$ cat config.mk
export PLATFORM = sky130hd
export DESIGN_NAME = overwrite_ring_queue_with_average
export DESIGN_NICKNAME = d
export VERILOG_FILES = /design/src/rtl/orqa_pkg.sv /design/src/rtl/orqa_ram.sv /design/src/rtl/overwrite_ring_queue_with_average.sv
export SDC_FILE = /design/constraint.sdc
export NUM_CORES = 1
export LEC_CHECK = 0
export BUFFER_PORTS_ARGS = -buffer_cell sky130_fd_sc_hd__buf_2
export CAP_MARGIN = 20
export CORE_MARGIN = 1
export CORE_UTILIZATION = 50
export DETAILED_ROUTE_END_ITERATION = 16
export GPL_TIMING_DRIVEN = 0
export PLACE_DENSITY = 0.67
export REMOVE_ABC_BUFFERS = 1
export SLEW_MARGIN = 20
export SYNTH_ARGS = -nofsm -noshare
export SYNTH_HDL_FRONTEND = slang
export SYNTH_SLANG_ARGS = --single-unit
export TNS_END_PERCENT = 10
$ cat constraint.sdc
create_clock -name clk -period 7.4 [get_ports clk]
set_input_delay 0 -clock clk [delete_from_list [all_inputs] [get_ports clk]]
set_output_delay 0 -clock clk [all_outputs]
set_load 0.01 [all_outputs]
$ cat src/rtl/orqa_pkg.sv
// ----------------------------------------------------------------------------
// orqa_pkg: shared types and constants for the overwrite ring queue
// Field widths, stream word widths, operation codes and controller states.
// ----------------------------------------------------------------------------
package orqa_pkg;

	localparam int TAG_W     = 16;
	localparam int YEAR_W    = 14;
	localparam int COUNT_O_W = 4;

	localparam int S_TDATA_W = 32;
	localparam int S_TUSER_W = 1;
	localparam int M_TDATA_W = 48;
	localparam int M_TUSER_W = 2;

	localparam int ENTRY_W   = TAG_W + YEAR_W;

	localparam logic ACT_INSERT = 1'b0;
	localparam logic ACT_REMOVE = 1'b1;

	typedef enum logic [1:0] {
		ST_IDLE,
		ST_EXEC,
		ST_DIV,
		ST_OUT
	} orqa_state_t;

endpackage

$ cat src/rtl/orqa_ram.sv
// ----------------------------------------------------------------------------
// orqa_ram: generic single-clock RAM
// One write port and one read port; read data is registered.
// ----------------------------------------------------------------------------
module orqa_ram #(
	parameter int WIDTH = 30,
	parameter int DEPTH = 8
) (
	input  logic                     clk,
	input  logic                     we,
	input  logic [$clog2(DEPTH)-1:0] waddr,
	input  logic [WIDTH-1:0]         wdata,
	input  logic                     re,
	input  logic [$clog2(DEPTH)-1:0] raddr,
	output logic [WIDTH-1:0]         rdata
);

	logic [WIDTH-1:0] mem_q [DEPTH];
	logic [WIDTH-1:0] rdata_q;

	always_ff @(posedge clk) begin
		if (we) begin
			mem_q[waddr] <= wdata;
		end
		if (re) begin
			rdata_q <= mem_q[raddr];
		end
	end

	assign rdata = rdata_q;

endmodule

$ cat src/rtl/overwrite_ring_queue_with_average.sv
// ----------------------------------------------------------------------------
// overwrite_ring_queue_with_average: ring queue that overwrites its oldest word
//
// Input stream: s_axis_tuser selects the operation (0 insert, 1 remove
// oldest); s_axis_tdata carries the tag and year of an inserted entry.
// Output stream: one word per input word with the removed entry, the drop
// flag, the entry count after the operation and the truncated mean year.
// Entries live in one RAM with registered read. The head entry is read
// in the cycle after acceptance, the queue is updated in that cycle, then
// a restoring divider produces the mean one quotient bit per cycle.
// The mean divides the running sum, SUM_W = 14 + clog2(DEPTH) bits wide
// (17 at DEPTH = 8); when the queue ends up empty the divider is skipped.
// One word at a time: a new word is taken only once the last result has
// moved to the output register; s_axis_tready rises when idle, even while
// a finished result still waits in the output register.
// A stalled receiver holds the output register and the next result waits
// in the controller until the register frees up.
// Reset empties the queue (pointers, count and sum cleared); RAM contents
// are not cleared and are never used before being written.
// ----------------------------------------------------------------------------
module overwrite_ring_queue_with_average #(
	parameter int DEPTH = 8
) (
	input  logic                            clk,
	input  logic                            arst_n,
	input  logic                            s_axis_tvalid,
	output logic                            s_axis_tready,
	// [15:0] new_tag, [29:16] new_year, [31:30] zero
	input  logic [orqa_pkg::S_TDATA_W-1:0]  s_axis_tdata,
	// [0] action
	input  logic [orqa_pkg::S_TUSER_W-1:0]  s_axis_tuser,
	output logic                            m_axis_tvalid,
	input  logic                            m_axis_tready,
	// [15:0] removed_tag, [29:16] removed_year, [33:30] entry_count,
	// [47:34] mean_year
	output logic [orqa_pkg::M_TDATA_W-1:0]  m_axis_tdata,
	// [0] removed_valid, [1] dropped_oldest
	output logic [orqa_pkg::M_TUSER_W-1:0]  m_axis_tuser
);

	import orqa_pkg::*;

	localparam int PTR_W  = $clog2(DEPTH);
	localparam int CNT_W  = $clog2(DEPTH + 1);
	localparam int SUM_W  = YEAR_W + $clog2(DEPTH);
	localparam int STEP_W = $clog2(SUM_W);

	orqa_state_t state_q, state_d;

	logic [PTR_W-1:0]  head_q, tail_q;
	logic [CNT_W-1:0]  cnt_q;
	logic [SUM_W-1:0]  sum_q;

	logic              act_q;
	logic [TAG_W-1:0]  in_tag_q;
	logic [YEAR_W-1:0] in_year_q;

	logic              res_valid_q, res_drop_q;
	logic [TAG_W-1:0]  res_tag_q;
	logic [YEAR_W-1:0] res_year_q;

	logic [SUM_W-1:0]  quot_q;
	logic [CNT_W-1:0]  rem_q, div_q;
	logic [STEP_W-1:0] step_q;

	logic              out_valid_q;
	logic [M_TDATA_W-1:0] out_data_q;
	logic [M_TUSER_W-1:0] out_user_q;

	logic              accept, load_out, ram_we;
	logic [ENTRY_W-1:0] ram_rdata;
	logic [TAG_W-1:0]  old_tag;
	logic [YEAR_W-1:0] old_year;

	// queue update, valid in ST_EXEC
	logic              full;
	logic [PTR_W-1:0]  head_nxt, tail_nxt;
	logic [PTR_W-1:0]  head_n, tail_n;
	logic [CNT_W-1:0]  cnt_n;
	logic [SUM_W-1:0]  sum_n;
	logic              take;

	// divider step
	logic [CNT_W:0]    trial, diff;
	logic              ge;

	assign accept = s_axis_tvalid && s_axis_tready;
	assign old_tag  = ram_rdata[TAG_W-1:0];
	assign old_year = ram_rdata[ENTRY_W-1:TAG_W];

	orqa_ram #(
		.WIDTH(ENTRY_W),
		.DEPTH(DEPTH)
	) u_store (
		.clk   (clk),
		.we    (ram_we),
		.waddr (tail_q),
		.wdata ({in_year_q, in_tag_q}),
		.re    (accept),
		.raddr (head_q),
		.rdata (ram_rdata)
	);

	always_comb begin
		full     = (cnt_q == CNT_W'(DEPTH));
		head_nxt = (head_q == PTR_W'(DEPTH - 1)) ? '0 : head_q + 1'b1;
		tail_nxt = (tail_q == PTR_W'(DEPTH - 1)) ? '0 : tail_q + 1'b1;
		head_n   = head_q;
		tail_n   = tail_q;
		cnt_n    = cnt_q;
		sum_n    = sum_q;
		take     = 1'b0;
		if (act_q == ACT_INSERT) begin
			tail_n = tail_nxt;
			if (full) begin
				// drop oldest, count stays at DEPTH
				head_n = head_nxt;
				sum_n  = sum_q - SUM_W'(old_year) + SUM_W'(in_year_q);
			end else begin
				cnt_n = cnt_q + 1'b1;
				sum_n = sum_q + SUM_W'(in_year_q);
			end
		end else if (cnt_q != '0) begin
			take   = 1'b1;
			head_n = head_nxt;
			cnt_n  = cnt_q - 1'b1;
			sum_n  = sum_q - SUM_W'(old_year);
		end
	end

	always_comb begin
		trial = {rem_q, quot_q[SUM_W-1]};
		ge    = (trial >= {1'b0, div_q});
		diff  = trial - {1'b0, div_q};
	end

	always_ff @(posedge clk or negedge arst_n) begin
		if (!arst_n) begin
			state_q <= ST_IDLE;
		end else begin
			state_q <= state_d;
		end
	end

	always_comb begin
		state_d       = state_q;
		s_axis_tready = 1'b0;
		ram_we        = 1'b0;
		load_out      = 1'b0;
		unique case (state_q)
			ST_IDLE: begin
				s_axis_tready = 1'b1;
				if (s_axis_tvalid) begin
					state_d = ST_EXEC;
				end
			end
			ST_EXEC: begin
				ram_we  = (act_q == ACT_INSERT);
				state_d = (cnt_n == '0) ? ST_OUT : ST_DIV;
			end
			ST_DIV: begin
				if (step_q == '0) begin
					state_d = ST_OUT;
				end
			end
			ST_OUT: begin
				if (!out_valid_q || m_axis_tready) begin
					load_out = 1'b1;
					state_d  = ST_IDLE;
				end
			end
			default: begin
				state_d = ST_IDLE;
			end
		endcase
	end

	// queue control state
	always_ff @(posedge clk or negedge arst_n) begin
		if (!arst_n) begin
			head_q <= '0;
			tail_q <= '0;
			cnt_q  <= '0;
			sum_q  <= '0;
			step_q <= '0;
		end else if (state_q == ST_EXEC) begin
			head_q <= head_n;
			tail_q <= tail_n;
			cnt_q  <= cnt_n;
			sum_q  <= sum_n;
			step_q <= STEP_W'(SUM_W - 1);
		end else if (state_q == ST_DIV) begin
			step_q <= step_q - 1'b1;
		end
	end

	// item, result and divider payload
	always_ff @(posedge clk) begin
		if (accept) begin
			act_q     <= s_axis_tuser[0];
			in_tag_q  <= s_axis_tdata[TAG_W-1:0];
			in_year_q <= s_axis_tdata[TAG_W+YEAR_W-1:TAG_W];
		end
		if (state_q == ST_EXEC) begin
			res_valid_q <= take;
			res_drop_q  <= (act_q == ACT_INSERT) && full;
			res_tag_q   <= take ? old_tag : '0;
			res_year_q  <= take ? old_year : '0;
			quot_q      <= (cnt_n == '0) ? '0 : sum_n;
			rem_q       <= '0;
			div_q       <= cnt_n;
		end else if (state_q == ST_DIV) begin
			quot_q <= {quot_q[SUM_W-2:0], ge};
			rem_q  <= ge ? diff[CNT_W-1:0] : trial[CNT_W-1:0];
		end
	end

	// output register
	always_ff @(posedge clk or negedge arst_n) begin
		if (!arst_n) begin
			out_valid_q <= 1'b0;
		end else if (load_out) begin
			out_valid_q <= 1'b1;
		end else if (m_axis_tready) begin
			out_valid_q <= 1'b0;
		end
	end

	always_ff @(posedge clk) begin
		if (load_out) begin
			out_data_q <= {quot_q[YEAR_W-1:0], COUNT_O_W'(cnt_q), res_year_q, res_tag_q};
			out_user_q <= {res_drop_q, res_valid_q};
		end
	end

	assign m_axis_tvalid = out_valid_q;
	assign m_axis_tdata  = out_data_q;
	assign m_axis_tuser  = out_user_q;

endmodule

**Word level (Yosys, flattened, before mapping)**

Memories as Yosys holds them, arrays and structs flattened. A register that Yosys moved wholly into a read port is not among the register bits.
Cells that the tools add are included.

- Flip-flop bits (word level): 173
- Bits in writable memories: 240
- Output and inout bits: 52
- Word-level logic and storage cells: 87
- Memories: 1

- Add/subtract/negate cells: 9
- Order comparisons: 1
- Equality and inequality tests: 10
- Mux-type cells: 32
- Bitwise operators: 1
- Reduce and logical (&&, ||, !) cells: 14

Memories:

| memory | words | width | rd ports | clocked after Yosys merged registers in | write ports | line | RTL |
|---|---|---|---|---|---|---|---|
| u_store.mem_q | 8 | 30 | 1 | 1 | 1 | orqa_ram.sv:18 | `logic [WIDTH-1:0] mem_q [DEPTH];` |

Operator list:

| operator | number |
|---|---|
| $mux 17 | 6 |
| $add 17x14->17 | 2 |
| $sub 17x14->17 | 1 |
| $mux 4 | 4 |
| $mux 3 | 5 |
| $mux 1 | 11 |
| $mux 5 | 2 |
| $pmux 2 s4 | 1 |
| $add 3x1->3 const B | 2 |
| $eq 3x3->1 const B | 2 |
| $mux 2 | 3 |
| $ne 2x2->1 const B | 3 |
| $reduce_and 3->1 | 2 |
| $reduce_bool 2->1 | 3 |
| $ge 5x4->1 | 1 |
| $logic_not 5->1 | 1 |
| $sub 5x1->5 const B | 1 |
| $add 4x1->4 const B | 1 |
| $eq 2x2->1 const B | 2 |
| $eq 4x4->1 const B | 1 |
| $logic_not 4->1 | 1 |
| $reduce_bool 4->1 | 1 |
| $sub 4x1->4 const B | 1 |
| $sub 4x4->4 | 1 |
| 8 further kinds | 9 |

**Depth between registers and ports, before layout**

- Depth in word-level cells: 6
- Mapped depth: 18
- Gate-level depth less buffers: 18

**By module**

From an unflattened synthesis, not the netlist that was laid out.

- Cells, all modules: 1097
- Area, all modules: 18686.7 µm²

By module, submodules not included:

| module | instances | cells each | area an instance (µm²) |
|---|---|---|---|
| orqa_ram | 1 | 390 | 10197.3 |
| overwrite_ring_queue_with_average | 1 | 707 | 8489.4 |

**Worst setup path after synthesis**

Ideal clock, no wire load.

- Path kind: register to register
- From: register state_q[1]
- To: memory u_store.mem_q[0][0] (enable)
- Setup time: 492 ps
- Arrival time: 4807 ps
- Required time: 6908 ps
- Path slack: 2100 ps
- Cell stages (with the launch flop): 6
- Path buffers: 1
- Period minus slack after synthesis: 5300 ps
- Cell sequence: dfrtp_1 inv_1 ha_1 nand2_1 clkbuf_1 nor4_1

- Longest elaborated chain between the ends: 4

Ends and longest elaborated chain:

| what | line | RTL |
|---|---|---|
| from (decl) | overwrite_ring_queue_with_average.sv:48 | `orqa_state_t state_q, state_d;` |
| from (signal assigned) | overwrite_ring_queue_with_average.sv:141 | `state_q <= state_d;` |
| $eq 2x1->1 | overwrite_ring_queue_with_average.sv:150 | `unique case (state_q)` |
| $mux 1 | overwrite_ring_queue_with_average.sv:150 |  |
| $mux 1 | orqa_ram.sv:22 | `if (we) begin` |
| $mux 1 (not written as such) | orqa_ram.sv:23 | `mem_q[waddr] <= wdata;` |
| to (decl) | orqa_ram.sv:18 |  |

Every way passes these cells.

**Final worst setup path**

- From: register cnt_q[1]
- To: register quot_q[16] (data pin)

- Longest elaborated chain between the ends: 6
- Elaborated cells on any way between the ends: 13
- Classes of those cells: add/sub (2); eq/ne (1); mux (8); reduce/logical (2)

Ends and longest elaborated chain:

| what | line | RTL |
|---|---|---|
| from (decl) | overwrite_ring_queue_with_average.sv:51 | `logic [CNT_W-1:0] cnt_q;` |
| from (signal assigned) | overwrite_ring_queue_with_average.sv:189 | `cnt_q <= cnt_n;` |
| $add 4x1->4, or another cell as far along | overwrite_ring_queue_with_average.sv:120 | `cnt_n = cnt_q + 1'b1;` |
| $mux 4, on equally long branches | overwrite_ring_queue_with_average.sv:115, overwrite_ring_queue_with_average.sv:123 |  |
| $mux 4 | overwrite_ring_queue_with_average.sv:113 | `if (act_q == ACT_INSERT) begin` |
| $logic_not 4->1 | overwrite_ring_queue_with_average.sv:209 | `quot_q <= (cnt_n == '0) ? '0 : sum_n;` |
| $mux 17 (*) | overwrite_ring_queue_with_average.sv:209 |  |
| $mux 17 (*) | overwrite_ring_queue_with_average.sv:204 | `if (state_q == ST_EXEC) begin` |
| to (signal assigned) | overwrite_ring_queue_with_average.sv:209 |  |
| to (signal assigned) | overwrite_ring_queue_with_average.sv:213 | `quot_q <= {quot_q[SUM_W-2:0], ge};` |
| to (decl) | overwrite_ring_queue_with_average.sv:62 | `logic [SUM_W-1:0] quot_q;` |

Mark *: on every way between the ends. The rest lies on a longest branch, timed or not.
A chain may end at the register's enable or synchronous reset.

==> reports/metrics.yaml <==
swShare_pct: 33.8
worst_setup_path_end_kind: "register"
postCtsSetupBuffers: 0
drt_iter0_drc: 777
syn_area_per_cell_sq_um: 16.9
globalplace.congestion: 0.825
leakagePower_uw: 0.00766
synthesis.area_sq_um: 18300
final_core_util_pct: 60.1
cts_max_level: 2
finalCritPeriodShare_pct: 66.0
portBuffers: 86
synth_area_leaders: "edfxtp_1, mux4_2, dfrtp_1"
fin_skew_ns: 0.0207
cts_hold_buf: 34
p_comb_share_pct: 35.2
tritoncts: "done"
start_util_pct: 51.1
setup_viol: 0
dieArea_sq_um: 37400
clkPwrFrac_pct: 23.6
powerDensity_nw_per_um2: 439
slew_viol_final: 0
drc: 2
relSlewSlack_pct: 33.0
grt_pass1_wl_um: 59500
grt_max_degree: 47
setup_slack_ns: 2.52
vias: 10000
clock_path_buffers: 3
insertion_delay_ns: 0.56
ys_ff_latch: 443
grt_antenna_before_repair: 0
cts_root_buf: "clkbuf_16"
io_pins: 89
cp-start-kind: "register"
rsz0062_at_grt: "false"
drive_above_1_share_pct: 24.8
failed_checks: "design-rule violations"
outcome: "finished, violations left"
hold_violations: 0
vdd_drop_max_v: 0.000219
ant_nets: 0
cp.required_ns: 7.77
clkTransAtPathRegs_ns: 0.06
layout.nets: 1337
p_int_uw: 6260
async_flop_share_pct: 7.90
numCtsBuffers: 46
grt.total_usage_pct: 21.1
totalWireLength_um: 38300
yosysWarnings: 0
drt_first_pass_iters: 13
synth.distinct_cells: 64
netlist_instances: 1086
met3WireLength_um: 1680
cp.arrival_ns: 5.26
max-cap-violations: 0
met2_length_um: 18500
cts_resized: 0
diodes: 0
seq_area_frac_synth_pct: 71.5
core_sq_um: 35800
p_sw_uw: 3190
synth_largest_area_cell: "edfxtp_1"
fmaxAchievable_mhz: 205
top_layer: "met4"
post-place-ws_ns: 2.61
die_y_um: 193
fp-row-count: 69
synth_ff_type: "edfxtp_1"
min_period_ns: 4.88
synth_top_area_share_pct: 66.3
first_global_vias: 10100
hpwl_um: 24200
synth-edff-count: 404
cp_max_fo: 13
worst_pin_slew_ns: 1.00
seq_power_share_pct: 41.2
wire_per_inst_um: 21.9
syn_to_final_growth_pct: 17.6
grt_overflow_total: 0
cts_sinks: 443
path_class: "reg -> reg"
wl_met1_um: 17300
viasPerCell: 5.72
hold_class: "in -> async"
die_width_um: 193
==> layout by cell type, fill, tap and decap left out, types with 15 or more instances in the layout <==
cell type      synthesis  routed
clkbuf_16              0      47
dlygate4sd3_1          0      34
dfrtp_1               35      32
and3_1                20      20
buf_2                  2      91
nand3_1               15      15
o21ai_0               47      47
nor2_1                51      48
mux4_2                60      60
edfxtp_1             404     404
nand2_1               61      60
mux2_2                43      43
ha_1                  46      45
o211ai_1              17      17
inv_1                 40      40
a21oi_1               38      38
xnor2_1               15      15
==> synthesized netlist by cell type (5+ instances only) <==
cell type and instances:
mux4_2 60, xor2_1 13, ha_1 46, clkbuf_1 33, and3_1 20, o221ai_1 5, inv_1 40, xnor2_1 15
nand3_1 15, o211ai_1 17, o21ai_0 47, a21o_1 7, nand2b_1 13, edfxtp_1 404, a21oi_1 38, nand2_1 61
a31oi_1 5, a211oi_1 5, nor2b_1 8, buf_1 8, dfrtp_1 35, nor4_1 5, nor2_1 51, nor3_1 14
o2bb2ai_1 8, mux2_2 43
==> final cells by class <==
| class | instances | area [sq um] |
|---|---|---|
| Sequential cell | 443 | 13100 |
| Fill cell | 2638 | 14300 |
| Clock buffer | 61 | 1250 |
| Multi-Input combinational cell | 559 | 4970 |
| Tap cell | 461 | 577 |
| Clock inverter | 24 | 213 |
| Timing Repair Buffer | 160 | 1260 |
| Inverter | 41 | 154 |
==> power by group through the flow <==
stage	clock [uW]	combinational, uW	sequential [uW]
2_1_floorplan	0	2270	3950
3_3_place_gp	0	3030	4110
3_5_place_dp	0	3300	3950
4_1_cts	2270	3340	3910
5_1_grt	2370	3680	3960
6_report	2230	3330	3900
==> worst paths after layout <==
| path | startpoint | end | slack (ns) | depth (start not counted) |
|---|---|---|---|---|
| setup / recovery | cnt_q[1] | quot_q[16] | 2.52 | 15 |
| hold / removal | arst_n | step_q[1] | 0.12 | 2 |
| setup reg to reg | cnt_q[1] | quot_q[16] | 2.52 | 15 |
| hold reg to reg | res_tag_q[6] | m_axis_tdata[6] | 0.41 | 0 |
| max in group asynchronous | arst_n | head_q[0] | 6.59 | 2 |
| min in group clk | s_axis_tdata[8] | in_tag_q[8] | 0.15 | 2 |
==> cell families (layout without fill, tap and decap cells) <==
family	after synthesis	count (layout)	share of synthesized area, %
adders and majority gates	49	49	3.47
DFF	443	443	71.5
and+or+nand+nor	208	208	5.57
muxes	107	107	10.2
xor gates and xnor gates	29	29	1.46
buffers and inverters	84	286	1.74
AOI/OAI and AO/OA	166	166	6.00
==> registers in the layout (all words and copies together) (netlist names), 4 cells and up <==
signal and flops:
res_tag_q 16, cnt_q 4, in_year_q 14, u_store.rdata 30
u_store.mem_q 240, div_q 4, step_q 5, rem_q 4
sum_q 17, quot_q 17, res_year_q 14, in_tag_q 16
m_axis_tdata 48
==> worst max-delay path: stages, from the launching register on <==
cell,delay [ns]
dfrtp_1,0.48
inv_1,0.13
ha_1,0.33
nand3b_1,0.58
o21ai_0,0.39
ha_1,0.23
inv_1,0.06
fa_1,0.43
nor2b_1,0.20
o31a_1,0.24
o211ai_1,0.15
a21oi_1,0.33
o211ai_1,0.20
a221oi_2,0.33
xnor3_1,0.41
o311ai_2,0.22
==> stage by stage <==
stage               cell area, sq um  cells  hold WS [ns]  setup TNS [ns]  total power (uW)
CTS                            21500   1749         0.118               0              9510
detailed placement             19700   1630         0.178               0              7250
floorplan                      18100   1043        -0.296               0              6210
global placement               19100   1590         0.176         -411.42              7140
global route                   21500   1749         0.133               0             10000
finish                         21500   1749         0.124               0              9450
==> metal layers <==
layer	GRT usage, %	vias up
met3	3.21	57
li1	-	4584
met2	34.5	252
met5	0	-
met1	29.5	5120
met4	6.13	0
No activity file was read; power rests on OpenSTA's default activity.
